## src/assert_macros.svh

```systemverilog
// Assertion macros used by the top-level RTL file of the peak detector.
`ifndef ASSERT_MACROS_SVH
`define ASSERT_MACROS_SVH
`ifndef SYNTH
// Check an expression at every clock edge outside reset.
`define ASSERT_ALWAYS(label, clk, rst, expr, msg) \
   label: assert property (@(posedge clk) disable iff (rst) (expr)) else $error(msg);
// Check a consequent in the same cycle as its antecedent.
`define ASSERT_IMPLIES(label, clk, rst, ante, cons, msg) \
   label: assert property (@(posedge clk) disable iff (rst) (ante) |-> (cons)) else $error(msg);
// Check a consequent in the cycle after its antecedent.
`define ASSERT_NEXT(label, clk, rst, ante, cons, msg) \
   label: assert property (@(posedge clk) disable iff (rst) (ante) |=> (cons)) else $error(msg);
`else
`define ASSERT_ALWAYS(label, clk, rst, expr, msg)
`define ASSERT_IMPLIES(label, clk, rst, ante, cons, msg)
`define ASSERT_NEXT(label, clk, rst, ante, cons, msg)
`endif
`endif

```

## src/mapd_pkg.sv

```systemverilog
// Package with the widths, reset values and register codes of the peak detector.
package mapd_pkg;

   // field widths
   localparam int MIC_W    = 10;
   localparam int TIME_W   = 32;
   localparam int GAIN_W   = 4;
   localparam int MARGIN_W = 14;
   localparam int MS_W     = 16;
   localparam int SCALED_W = 14;
   localparam int AVG_W    = 14;
   localparam int RATE_W   = 8;
   localparam int CSR_W    = 16;

   // largest scaled sample: full-scale reading times the largest gain
   localparam int SCALED_MAX = 15345;

   // ring length default
   localparam int WINDOW_DEFAULT = 64;

   // register reset values
   localparam logic [GAIN_W-1:0]   GAIN_RESET    = 4'd10;
   localparam logic [MARGIN_W-1:0] MARGIN_RESET  = 14'd50;
   localparam logic [MS_W-1:0]     HOLDOFF_RESET = 16'd1;
   localparam logic [MS_W-1:0]     PERIOD_RESET  = 16'd100;

   // saturation point of the peak counter
   localparam logic [RATE_W-1:0] COUNT_MAX = 8'd255;

   // register indexes
   typedef enum logic [1:0] {
      CSR_SAMPLE_GAIN    = 2'd0,
      CSR_PEAK_MARGIN    = 2'd1,
      CSR_HOLDOFF_MS     = 2'd2,
      CSR_RATE_PERIOD_MS = 2'd3
   } csr_index_type;

endpackage

```

## src/mapd_ram.sv

```systemverilog
// Generic single-write, single-read RAM with registered read data.
module mapd_ram #(
   parameter int DATA_W = 14,
   parameter int DEPTH  = 64
) (
   input  logic                     clock,
   input  logic                     wr_en,
   input  logic [$clog2(DEPTH)-1:0] wr_addr,
   input  logic [DATA_W-1:0]        wr_data,
   input  logic [$clog2(DEPTH)-1:0] rd_addr,
   output logic [DATA_W-1:0]        rd_data
);

   logic [DATA_W-1:0] mem_ff [DEPTH];
   logic [DATA_W-1:0] rd_data_ff;

   // write one entry, read one entry into the output register
   always_ff @(posedge clock) begin
      if (wr_en) begin
         mem_ff[wr_addr] <= wr_data;
      end
      rd_data_ff <= mem_ff[rd_addr];
   end

   assign rd_data = rd_data_ff;

endmodule

```

## src/moving_average_peak_detector.sv

```systemverilog
// Top level of the moving-average peak detector.
//
// Usage: each req_ word carries one 10-bit microphone reading and a 32-bit
// millisecond timestamp. Every accepted word gives exactly one rsp_ word: the
// truncated mean of the last WINDOW scaled samples (this one included), a peak
// flag and the peak count of the last completed rate period.
// Configuration is written through csr_write_enable / csr_index /
// csr_write_data while no word is in flight; writes take effect at once.
// A word accepted on req_ waits in the input register, then in the result
// register that drives rsp_. Throughput: one word per cycle while rsp_ready
// is high; the gain multiply sits before the input register, the running-sum
// update, average and peak compare sit between the input and result registers.
// The history ring is a RAM read one word ahead at the next write slot.
// Reset clears all control state and restores the register defaults. The
// ring needs no clearing pass: until the write slot has wrapped once, ring
// reads count as zero.
// When the receiver stalls, the result register holds its word and the input
// register takes one more; req_ready then drops until rsp_ready returns.
`include "assert_macros.svh"

module moving_average_peak_detector #(
   parameter int WINDOW = mapd_pkg::WINDOW_DEFAULT
) (
   input  logic                          clock,
   input  logic                          reset,
   // input channel
   input  logic                          req_valid,
   output logic                          req_ready,
   input  logic [mapd_pkg::MIC_W-1:0]    req_mic_sample,
   input  logic [mapd_pkg::TIME_W-1:0]   req_time_ms,
   // result channel
   output logic                          rsp_valid,
   input  logic                          rsp_ready,
   output logic [mapd_pkg::AVG_W-1:0]    rsp_average_level,
   output logic                          rsp_peak_detected,
   output logic [mapd_pkg::RATE_W-1:0]   rsp_peak_rate,
   // configuration port
   input  logic                          csr_write_enable,
   input  logic [1:0]                    csr_index,
   input  logic [mapd_pkg::CSR_W-1:0]    csr_write_data
);

   localparam int IDX_W       = $clog2(WINDOW);
   localparam int SUM_W       = $clog2(mapd_pkg::SCALED_MAX * WINDOW + 1);
   localparam int RECIP_SHIFT = SUM_W + IDX_W;
   localparam int RECIP_W     = SUM_W + 2;
   localparam int PROD_W      = SUM_W + RECIP_W;
   localparam logic [IDX_W-1:0] IDX_LAST = IDX_W'(WINDOW - 1);

   // configuration registers
   logic [mapd_pkg::GAIN_W-1:0]   gain_ff;
   logic [mapd_pkg::MARGIN_W-1:0] margin_ff;
   logic [mapd_pkg::MS_W-1:0]     holdoff_ff;
   logic [mapd_pkg::MS_W-1:0]     period_ff;

   // input register
   logic                            s1_valid_ff;
   logic [mapd_pkg::SCALED_W-1:0]   s1_sample_ff;
   logic [mapd_pkg::TIME_W-1:0]     s1_time_ff;
   logic [mapd_pkg::SCALED_W-1:0]   scaled_in;

   // running state
   logic [IDX_W-1:0]                idx_ff, idx_in;
   logic                            filled_ff, filled_in;
   logic [SUM_W-1:0]                sum_ff, sum_in;
   logic [mapd_pkg::TIME_W-1:0]     last_peak_ff, last_peak_in;
   logic [mapd_pkg::TIME_W-1:0]     last_rate_ff, last_rate_in;
   logic [mapd_pkg::RATE_W-1:0]     count_ff, count_in;
   logic [mapd_pkg::RATE_W-1:0]     latched_ff, latched_in;

   // result register
   logic                            rsp_valid_ff;
   logic [mapd_pkg::AVG_W-1:0]      avg_ff;
   logic                            peak_ff;
   logic [mapd_pkg::RATE_W-1:0]     rate_ff;

   // datapath between the registers
   logic                            advance;
   logic                            accept;
   logic [mapd_pkg::SCALED_W-1:0]   ring_rd;
   logic [mapd_pkg::SCALED_W-1:0]   oldest;
   logic [mapd_pkg::AVG_W-1:0]      avg;
   logic                            rate_hit;
   logic [mapd_pkg::RATE_W-1:0]     count_mid;
   logic                            level_hit;
   logic                            time_hit;
   logic                            peak;
   logic [mapd_pkg::TIME_W-1:0]     since_peak;
   logic [mapd_pkg::TIME_W-1:0]     since_rate;
   logic [mapd_pkg::MARGIN_W:0]     threshold;

   // handshake: the input register moves on when the result register is free
   assign advance   = s1_valid_ff && (!rsp_valid_ff || rsp_ready);
   assign req_ready = !s1_valid_ff || advance;
   assign accept    = req_valid && req_ready;

   // scale the reading on the way into the input register
   assign scaled_in = mapd_pkg::SCALED_W'(req_mic_sample) * mapd_pkg::SCALED_W'(gain_ff);

   // configuration writes
   always_ff @(posedge clock) begin
      if (reset) begin
         gain_ff    <= mapd_pkg::GAIN_RESET;
         margin_ff  <= mapd_pkg::MARGIN_RESET;
         holdoff_ff <= mapd_pkg::HOLDOFF_RESET;
         period_ff  <= mapd_pkg::PERIOD_RESET;
      end else if (csr_write_enable) begin
         case (mapd_pkg::csr_index_type'(csr_index))
            mapd_pkg::CSR_SAMPLE_GAIN: begin
               gain_ff <= csr_write_data[mapd_pkg::GAIN_W-1:0];
            end
            mapd_pkg::CSR_PEAK_MARGIN: begin
               margin_ff <= csr_write_data[mapd_pkg::MARGIN_W-1:0];
            end
            mapd_pkg::CSR_HOLDOFF_MS: begin
               holdoff_ff <= csr_write_data[mapd_pkg::MS_W-1:0];
            end
            mapd_pkg::CSR_RATE_PERIOD_MS: begin
               period_ff <= csr_write_data[mapd_pkg::MS_W-1:0];
            end
            default: begin
            end
         endcase
      end
   end

   // input register
   always_ff @(posedge clock) begin
      if (reset) begin
         s1_valid_ff <= 1'b0;
      end else if (accept) begin
         s1_valid_ff <= 1'b1;
      end else if (advance) begin
         s1_valid_ff <= 1'b0;
      end
      if (accept) begin
         s1_sample_ff <= scaled_in;
         s1_time_ff   <= req_time_ms;
      end
   end

   // history ring, read one slot ahead of the write
   mapd_ram #(
      .DATA_W (mapd_pkg::SCALED_W),
      .DEPTH  (WINDOW)
   ) u_ring (
      .clock   (clock),
      .wr_en   (advance),
      .wr_addr (idx_ff),
      .wr_data (s1_sample_ff),
      .rd_addr (idx_in),
      .rd_data (ring_rd)
   );

   // unwritten slots read as zero until the ring has wrapped once
   assign oldest = filled_ff ? ring_rd : '0;

   // advance the write slot and update the running sum
   always_comb begin
      idx_in    = idx_ff;
      filled_in = filled_ff;
      sum_in    = sum_ff;
      if (advance) begin
         idx_in    = (idx_ff == IDX_LAST) ? '0 : idx_ff + 1'b1;
         filled_in = filled_ff || (idx_ff == IDX_LAST);
         sum_in    = sum_ff + SUM_W'(s1_sample_ff) - SUM_W'(oldest);
      end
   end

   // divide the new sum by the ring length
   generate
      if ((WINDOW & (WINDOW - 1)) == 0) begin : g_shift_avg
         assign avg = mapd_pkg::AVG_W'(sum_in >> IDX_W);
      end else begin : g_recip_avg
         localparam logic [RECIP_W-1:0] RECIP = RECIP_W'(
            ((64'd1 << RECIP_SHIFT) + 64'(WINDOW) - 64'd1) / 64'(WINDOW));
         logic [PROD_W-1:0] prod;
         assign prod = PROD_W'(sum_in) * PROD_W'(RECIP);
         assign avg  = mapd_pkg::AVG_W'(prod >> RECIP_SHIFT);
      end
   endgenerate

   // rate period check, then peak check
   always_comb begin
      since_rate   = s1_time_ff - last_rate_ff;
      rate_hit     = since_rate >= mapd_pkg::TIME_W'(period_ff);
      count_mid    = rate_hit ? '0 : count_ff;
      latched_in   = latched_ff;
      last_rate_in = last_rate_ff;
      if (advance && rate_hit) begin
         latched_in   = count_ff;
         last_rate_in = s1_time_ff;
      end

      threshold    = (mapd_pkg::MARGIN_W + 1)'(avg) + (mapd_pkg::MARGIN_W + 1)'(margin_ff);
      level_hit    = (mapd_pkg::MARGIN_W + 1)'(s1_sample_ff) > threshold;
      since_peak   = s1_time_ff - last_peak_ff;
      time_hit     = since_peak > mapd_pkg::TIME_W'(holdoff_ff);
      peak         = level_hit && time_hit;

      count_in     = count_ff;
      last_peak_in = last_peak_ff;
      if (advance) begin
         count_in = count_mid;
         if (peak) begin
            last_peak_in = s1_time_ff;
            if (count_mid != mapd_pkg::COUNT_MAX) begin
               count_in = count_mid + 1'b1;
            end
         end
      end
   end

   // running state registers
   always_ff @(posedge clock) begin
      if (reset) begin
         idx_ff       <= '0;
         filled_ff    <= 1'b0;
         sum_ff       <= '0;
         last_peak_ff <= '0;
         last_rate_ff <= '0;
         count_ff     <= '0;
         latched_ff   <= '0;
      end else begin
         idx_ff       <= idx_in;
         filled_ff    <= filled_in;
         sum_ff       <= sum_in;
         last_peak_ff <= last_peak_in;
         last_rate_ff <= last_rate_in;
         count_ff     <= count_in;
         latched_ff   <= latched_in;
      end
   end

   // result register: load on advance, drop when taken
   always_ff @(posedge clock) begin
      if (reset) begin
         rsp_valid_ff <= 1'b0;
      end else if (advance) begin
         rsp_valid_ff <= 1'b1;
      end else if (rsp_ready) begin
         rsp_valid_ff <= 1'b0;
      end
      if (advance) begin
         avg_ff  <= avg;
         peak_ff <= peak;
         rate_ff <= latched_in;
      end
   end

   assign rsp_valid         = rsp_valid_ff;
   assign rsp_average_level = avg_ff;
   assign rsp_peak_detected = peak_ff;
   assign rsp_peak_rate     = rate_ff;

   // checks
   `ASSERT_IMPLIES(a_avg_range, clock, reset, rsp_valid_ff,
                   avg_ff <= mapd_pkg::AVG_W'(mapd_pkg::SCALED_MAX),
                   "average above full scale")
   `ASSERT_ALWAYS(a_sum_range, clock, reset,
                  sum_ff <= SUM_W'(mapd_pkg::SCALED_MAX * WINDOW),
                  "running sum above ring capacity")
   `ASSERT_NEXT(a_peak_time, clock, reset, !reset && advance && peak,
                last_peak_ff == $past(s1_time_ff), "peak time not recorded")
   `ASSERT_NEXT(a_stage_hold, clock, reset, !reset && s1_valid_ff && !advance,
                s1_valid_ff && $stable(s1_sample_ff) && $stable(s1_time_ff),
                "input register lost a word")

endmodule

```

## config.mk

```make
export PLATFORM = sky130hd
export DESIGN_NAME = moving_average_peak_detector
export DESIGN_NICKNAME = d
export VERILOG_FILES = /design/src/mapd_pkg.sv /design/src/mapd_ram.sv /design/src/moving_average_peak_detector.sv
export VERILOG_INCLUDE_DIRS = /design/src /design/src/src
export SDC_FILE = /design/constraint.sdc
export NUM_CORES = 2
export LEC_CHECK = 0
export ABC_AREA = 1
export BUFFER_PORTS_ARGS = -buffer_cell sky130_fd_sc_hd__buf_2
export CAP_MARGIN = 20
export CELL_PAD_IN_SITES_DETAIL_PLACEMENT = 1
export CELL_PAD_IN_SITES_GLOBAL_PLACEMENT = 2
export CORE_ASPECT_RATIO = 0.7
export CORE_UTILIZATION = 40
export DETAILED_ROUTE_END_ITERATION = 8
export PLACE_DENSITY_LB_ADDON = 0.2
export SLEW_MARGIN = 5
export SYNTH_ARGS = -nofsm -noshare
export SYNTH_HDL_FRONTEND = slang
export SYNTH_SLANG_ARGS = --single-unit
export TNS_END_PERCENT = 5
```

## constraint.sdc

```tcl
create_clock -name clock -period 17.7 [get_ports clock]
set_clock_uncertainty 0.05 [all_clocks]
set_input_delay 3.54 -clock clock [delete_from_list [all_inputs] [get_ports clock]]
set_output_delay 3.54 -clock clock [all_outputs]
set_load 0.02 [all_outputs]
```

# ---- Word level (Yosys, flattened, before mapping)
# Memory sizes are Yosys's and may differ from the RTL's. A register that Yosys moved wholly into a read port is not among the register bits.
# Index checks and enable logic that the tools add are counted.
dict set report totals {
  ramBits 896
  n_memories 1
  output_inout_bits 25
  reg_bits 228
  elab_cells 67
}
dict set report classes {
  muxes 14
  magnitude_cmp 3
  n_reduce_logical 17
  add_sub_neg 7
  n_eq_ne 5
  multipliers 1
}
# memory words word_bits rd rd_clocked_by_memory_dff write_ports line_no
set memory_table {}
lappend memory_table {u_ring.mem_ff 64 14 1 1 1 mapd_ram.sv:14} ;# logic [DATA_W-1:0] mem_ff [DEPTH];
# operator count
set ops {}
lappend ops {{$sub 32x32->32} 2}
lappend ops {{$ge 32x16->1} 1}
lappend ops {{$gt 32x16->1} 1}
lappend ops {{$mux 8} 4}
lappend ops {{$add 20x14->20} 1}
lappend ops {{$mux 20} 1}
lappend ops {{$sub 20x14->20} 1}
lappend ops {{$add 14x14->15} 1}
lappend ops {{$gt 14x15->1} 1}
lappend ops {{$mul 10x4->14} 1}
lappend ops {{$mux 14} 1}
lappend ops {{$mux 6} 2}
lappend ops {{$reduce_and 2->1} 5}
lappend ops {{$add 8x1->8 const B} 1}
lappend ops {{$ne 8x8->1 const B} 1}
lappend ops {{$add 6x1->6 const B} 1}
lappend ops {{$eq 6x6->1 const B} 1}
lappend ops {{$mux 1} 6}
lappend ops {{$eq 2x2->1 const B} 2}
lappend ops {{$logic_and 1x1->1} 4}
lappend ops {{$reduce_bool 2->1} 2}
lappend ops {{$logic_or 1x1->1} 3}
lappend ops {{$eq 2x1->1 const B} 1}
lappend ops {{$logic_not 1->1} 2}
lappend ops {{$logic_not 2->1} 1}

# ---- Longest topological paths before layout
dict set report logic_depth {
  word_depth 8
  mapped_depth 43
  ltp_nobuf 42
}

# ---- Cells and area by module
# From an unflattened synthesis, not the netlist that was laid out.
dict set report unflattened {
  cells_unflattened 5502
  hier_area_um2 53780.3
}
# module instances area_per_inst_um2 cells_per_inst
set by_module_without_submodules {}
lappend by_module_without_submodules {mapd_ram 1 36905.4 3088}
lappend by_module_without_submodules {moving_average_peak_detector 1 16874.9 2414}

# ---- Least setup slack after synthesis
# No wires, ideal clock.
dict set report synth_path {
  kind {in2reg}
  from {input port rsp_ready}
  to {register last_peak_ff[10] in the netlist's numbering}
  arrival_time_ns 7.435
  required_time_ns 17.531
  setup_slack_ns 10.096
  setup_ns 0.119
  path_buffers 2
  stages 31
  cell_sequence {inv_2 > nand2_2 > nand2_4 > inv_2 > buf_2 > nand2_1 > nand2_1 > ha_1 > a21o_1 > a31oi_1 > o21bai_1 > a21oi_1 > o21ai_0 > a21oi_1 > o21bai_1 > a21o_1 > a21oi_1 > xor2_1 > ha_1 > nand3_1 > inv_1 > nand2_1 > nand2_1 > nand2_1 > nor2_1 > nand2_4 > nor2_8 > inv_4 > buf_6 > o21ai_0 > a21oi_1}
}
dict set report synth_between {
  elab_chain_cells 7
}
# item line_no
set synth_lines {}
lappend synth_lines {{start: declaration} moving_average_peak_detector.sv:33} ;# input logic rsp_ready,
lappend synth_lines {{$logic_or 1x1->1} moving_average_peak_detector.sv:93} ;# assign advance = s1_valid_ff && (!rsp_valid_ff || rsp_ready);
lappend synth_lines {{$logic_and 1x1->1} moving_average_peak_detector.sv:93}
lappend synth_lines {{via advance} moving_average_peak_detector.sv:78} ;# logic advance;
lappend synth_lines {{$mux 20} moving_average_peak_detector.sv:163} ;# if (advance) begin
lappend synth_lines {{via sum_in[8]} moving_average_peak_detector.sv:65} ;# logic [SUM_W-1:0] sum_ff, sum_in;
lappend synth_lines {{$add 14x14->15} moving_average_peak_detector.sv:195} ;# threshold = (mapd_pkg::MARGIN_W + 1)'(avg) + (mapd_pkg::MARGIN_W + 1)'(margin_ff);
lappend synth_lines {{$gt 14x15->1} moving_average_peak_detector.sv:196} ;# level_hit = (mapd_pkg::MARGIN_W + 1)'(s1_sample_ff) > threshold;
lappend synth_lines {{$logic_and 1x1->1} moving_average_peak_detector.sv:199} ;# peak = level_hit && time_hit;
lappend synth_lines {{$reduce_and 2->1 (no source line)} -}
lappend synth_lines {{end signal: assignment} moving_average_peak_detector.sv:228} ;# last_peak_ff <= last_peak_in;
lappend synth_lines {{end: declaration} moving_average_peak_detector.sv:66} ;# logic [mapd_pkg::TIME_W-1:0] last_peak_ff, last_peak_in;
# The timed path passes the listed nets, and every way through them passes these cells.
# A chain may end at the register's enable or synchronous reset.

# ---- Worst setup path after layout
dict set report layout_path {
  from {input port rsp_ready}
  to {register last_peak_ff[7] in the netlist's numbering}
}
dict set report layout_between {
  elab_chain_cells 7
}
# item line_no
set layout_lines {}
lappend layout_lines {{$logic_or 1x1->1} moving_average_peak_detector.sv:93}
lappend layout_lines {{$logic_and 1x1->1} moving_average_peak_detector.sv:93}
lappend layout_lines {{$mux 20} moving_average_peak_detector.sv:163}
lappend layout_lines {{via sum_in[9]} moving_average_peak_detector.sv:65}
lappend layout_lines {{$add 14x14->15} moving_average_peak_detector.sv:195}
lappend layout_lines {{$gt 14x15->1} moving_average_peak_detector.sv:196}
lappend layout_lines {{$logic_and 1x1->1} moving_average_peak_detector.sv:199}
lappend layout_lines {{$reduce_and 2->1 (no source line)} -}
# The timed path passes the listed nets, and every way through them passes these cells.

==> impl_metrics.toml <==
[place]
gp_congestion = 0.847
hpwl_um = 108000
port_buffers = 89
dp.cells = 6702
dp_slack_ns = 8.73
dpl_cell_area_sq_um = 55000

[routing]
final_antenna_net_count = 0
drc = 0
dr.pass1.iters = 5
viasPerCell = 5.55
drtIter0Drc = 4028
wirelength_um = 170000
vias = 38400
avgRoutedWirePerCell_um = 24.5

[synthesis]
synthArstFlopShare_pct = 0
netlist-cell-type-count = 50
avgSynthCellArea_sq_um = 10.4
synth_flop_cell = "edfxtp_1"
synth_cells = 5022
yosysTopAreaCell = "edfxtp_1"
syn_nets = 5285
synth-seq-cells = 1138
synthTopCellsByArea = "edfxtp_1 (55%), dfxtp_1 (6.6%), o21ai_0 (5.5%)"
synth_top_area_share_pct = 55.2
yosysWarnings = 0
synth_edf_count = 965
synth_area_sq_um = 52500
ys_seq_area_share_pct = 61.8

[worst_setup_path]
crit_required_ns = 18.23
slowest_delay_ns = 0.70
cp-startpoint = "rsp_ready"
crit_slowest_cell = "nor2_1"
cp-end-kind = "flip-flop"
r2r_start = "s1_sample_ff[1]$_DFFE_PP_"
worst_path_most_repeated_cell = "nand2_1"
criticalPathCategory = "in -> reg"
startpoint_type = "primary input"
crit_fanout = 61
arrival_ns = 8.97

[die]
rows = 110
core_area_sq_um = 129000
die_x_um = 435
die_area_sq_um = 133000
start_util_pct = 40.6
boundaryPins = 90
die_h_um = 305

[pwr]
pwr-share-seq_pct = 43.9
power.total_mw = 7.15
power.switching_mw = 2.24
combPwrFrac_pct = 22.2
ir_drop_mv = 0.0793
powerDensity_nw_per_um2 = 122
swShare_pct = 31.4
p_leak_nw = 22.0
pwr-share-clk_pct = 34.0
p_int_mw = 4.91

[sta]
setup-violations-final = 0
setup_tns_ns = 0
worst_slew_pin_slew_ns = 1.14
fin_crit_sh_pct = 47.7
fin_ws_ns = 9.26
max_freq_mhz = 118
hold_viol_final = 0
relSlewSlack_pct = 23.7
drv_slew = 0
min_period_ns = 8.44
rsz0062_at_grt = "false"

[final_layout]
final_area_sq_um = 58700
layout-drive-gt1-share_pct = 8.42
nets = 5349
syn2layout_area_growth_pct = 12.0
instances_no_fill = 6922

[grt]
antenna_found_initial = 8
first_global_vias = 37400
grt_use_total_pct = 25.3
gr-total-overflow = 0
grt_pass1_wl_um = 252000
grt_max_degree = 179

[clock_network]
cts_setup_buffers = 0
h-tree-depth = 3
cts_root_buf = "clkbuf_16"
clk_path_buf_depth = 3
clock-sinks = 1138
postCtsHoldBufs = 0
clk_pin_slew_worst_paths_ns = 0.06
insertion_delay_ns = 0.75
cts_tree = "yes"
postCtsResizedCells = 0
cts_made_buffers = 114

[hold_path]
hold_path_class = "reg -> reg"
hold_start = "last_rate_ff[12]$_SDFFE_PP0P_"

[run]
max_cap_viol_count = 0

[outcome]
status = "completed"
==> flip-flops by register name, summed over array words and instances, names as in the netlist <==
| name | flops |
|---|---|
| s1_sample_ff | 14 |
| gain_ff | 4 |
| filled_ff | 1 |
| count_ff | 8 |
| s1_time_ff | 32 |
| rsp_average_level | 14 |
| last_rate_ff | 32 |
| latched_ff | 8 |
| margin_ff | 14 |
| sum_ff | 20 |
| rsp_peak_rate | 8 |
| period_ff | 16 |
| rsp_valid | 1 |
| u_ring.mem_ff | 896 |
| last_peak_ff | 32 |
| idx_ff | 6 |
| u_ring.rd_data | 14 |
| s1_valid_ff | 1 |
| holdoff_ff | 16 |
| rsp_peak_detected | 1 |
==> cell families (layout without fill, tap and decap cells) <==
family / after synthesis / in the layout / share of synthesized area (%)
simple gates: 1670 / 1670 / 13.0
fa+ha+maj: 198 / 198 / 5.19
other cells: 0 / 5 / 0
buf+inv: 745 / 904 / 5.51
flops: 1138 / 1138 / 61.8
xor+xnor: 72 / 72 / 1.20
compound gates: 1199 / 1199 / 13.3
==> critical path: cells and delay by family <==
family / cells / cell delay, ns
AND/OR/NAND/NOR: 11 / 1.94
AO/OA/AOI/OAI: 9 / 1.49
buffers and inverters: 7 / 1.25
adder cells (fa/ha/maj): 2 / 0.55
XOR/XNOR: 1 / 0.09
==> power by group through the flow <==
stage | clock network [mW] | logic (mW) | registers [mW]
after detailed placement | 0 | 1.56 | 3.20
after global placement | 0 | 1.53 | 3.20
after CTS | 2.48 | 1.57 | 3.14
final | 2.43 | 1.59 | 3.14
after floorplan | 0 | 0.948 | 3.24
after global routing | 2.57 | 1.76 | 3.14
==> per-stage QoR <==
step	utilization, %	hold WS [ns]
after CTS	45.3	0.413
after floorplan	-	0.377
after global routing	45.4	0.429
after global placement	42.5	0.395
after detailed placement	42.5	0.403
final	45.4	0.407
==> cells in the final DEF, fill, tap and decap left out, drive strengths merged <==
cell type,n
dfxtp,173
o21bai,8
xor2,55
nand4,24
nand3,192
edfxtp,965
o221ai,112
diode,5
o21ai,614
clkinvlp,2
a31oi,4
buf,187
o21a,3
a211oi,3
or2,11
xnor2,17
clkbuf,143
o22ai,113
bufinv,9
o211ai,111
clkinv,59
and2,2
a21oi,220
ha,165
o31ai,2
nand3b,8
a21boi,4
a21o,5
fa,33
nor4,4
nor2,735
inv,504
nor3,17
nand2,677
==> Yosys cell counts, types with 3 or more instances <==
cell and instances:
nor2_1 716, or2_1 5, or2_0 3, nand4_1 23, buf_6 6, a21o_1 5, nand3b_1 8, o21ai_1 26
buf_2 28, nor2_2 14, o21ai_2 9, o21bai_1 8, o21ai_0 579, xnor2_1 17, inv_2 7, nor2_4 4
nand3_2 6, fa_1 33, nor3_1 16, buf_1 11, nand2_2 12, a31oi_1 4, o211ai_1 111, buf_4 3
inv_1 496, or2_2 3, edfxtp_1 965, a21oi_2 4, o221ai_1 112, a211oi_1 3, o21a_1 3, dfxtp_1 173
nand3_1 186, clkbuf_1 191, a21oi_1 216, ha_1 165, nand2_1 663, o22ai_1 113, nor4_1 4, xor2_1 55
==> layer usage <==
metal  track usage (%)  share of wire (%)  up-vias
met5                 0                  0        -
met4              4.56                1.4        0
met3              4.21                6.9      148
met2              34.3                 40     1140
met1              41.6                 52    19400
li1                  -                  -    17700
==> final timing paths <==
path | end | slack [ns] | cells after the start
worst max-delay path | last_peak_ff[7]$_SDFFE_PP0P_ | 9.26 | 30
worst min-delay path | last_rate_ff[12]$_SDFFE_PP0P_ | 0.41 | 2
worst min register to register | last_rate_ff[12]$_SDFFE_PP0P_ | 0.41 | 2
worst max register to register | last_peak_ff[7]$_SDFFE_PP0P_ | 9.80 | 37
==> cell type report <==
cell class	instances	area (sq um)
clock buffers	143	3090
well taps	1736	2170
multi-input cells	3139	17200
clock inverters	68	589
repair buffers	187	1290
flip-flops and latches	1138	32400
inverters	506	1920
fillers	14200	70600
diodes	5	12.5
Power figures use the tool's default switching activity.
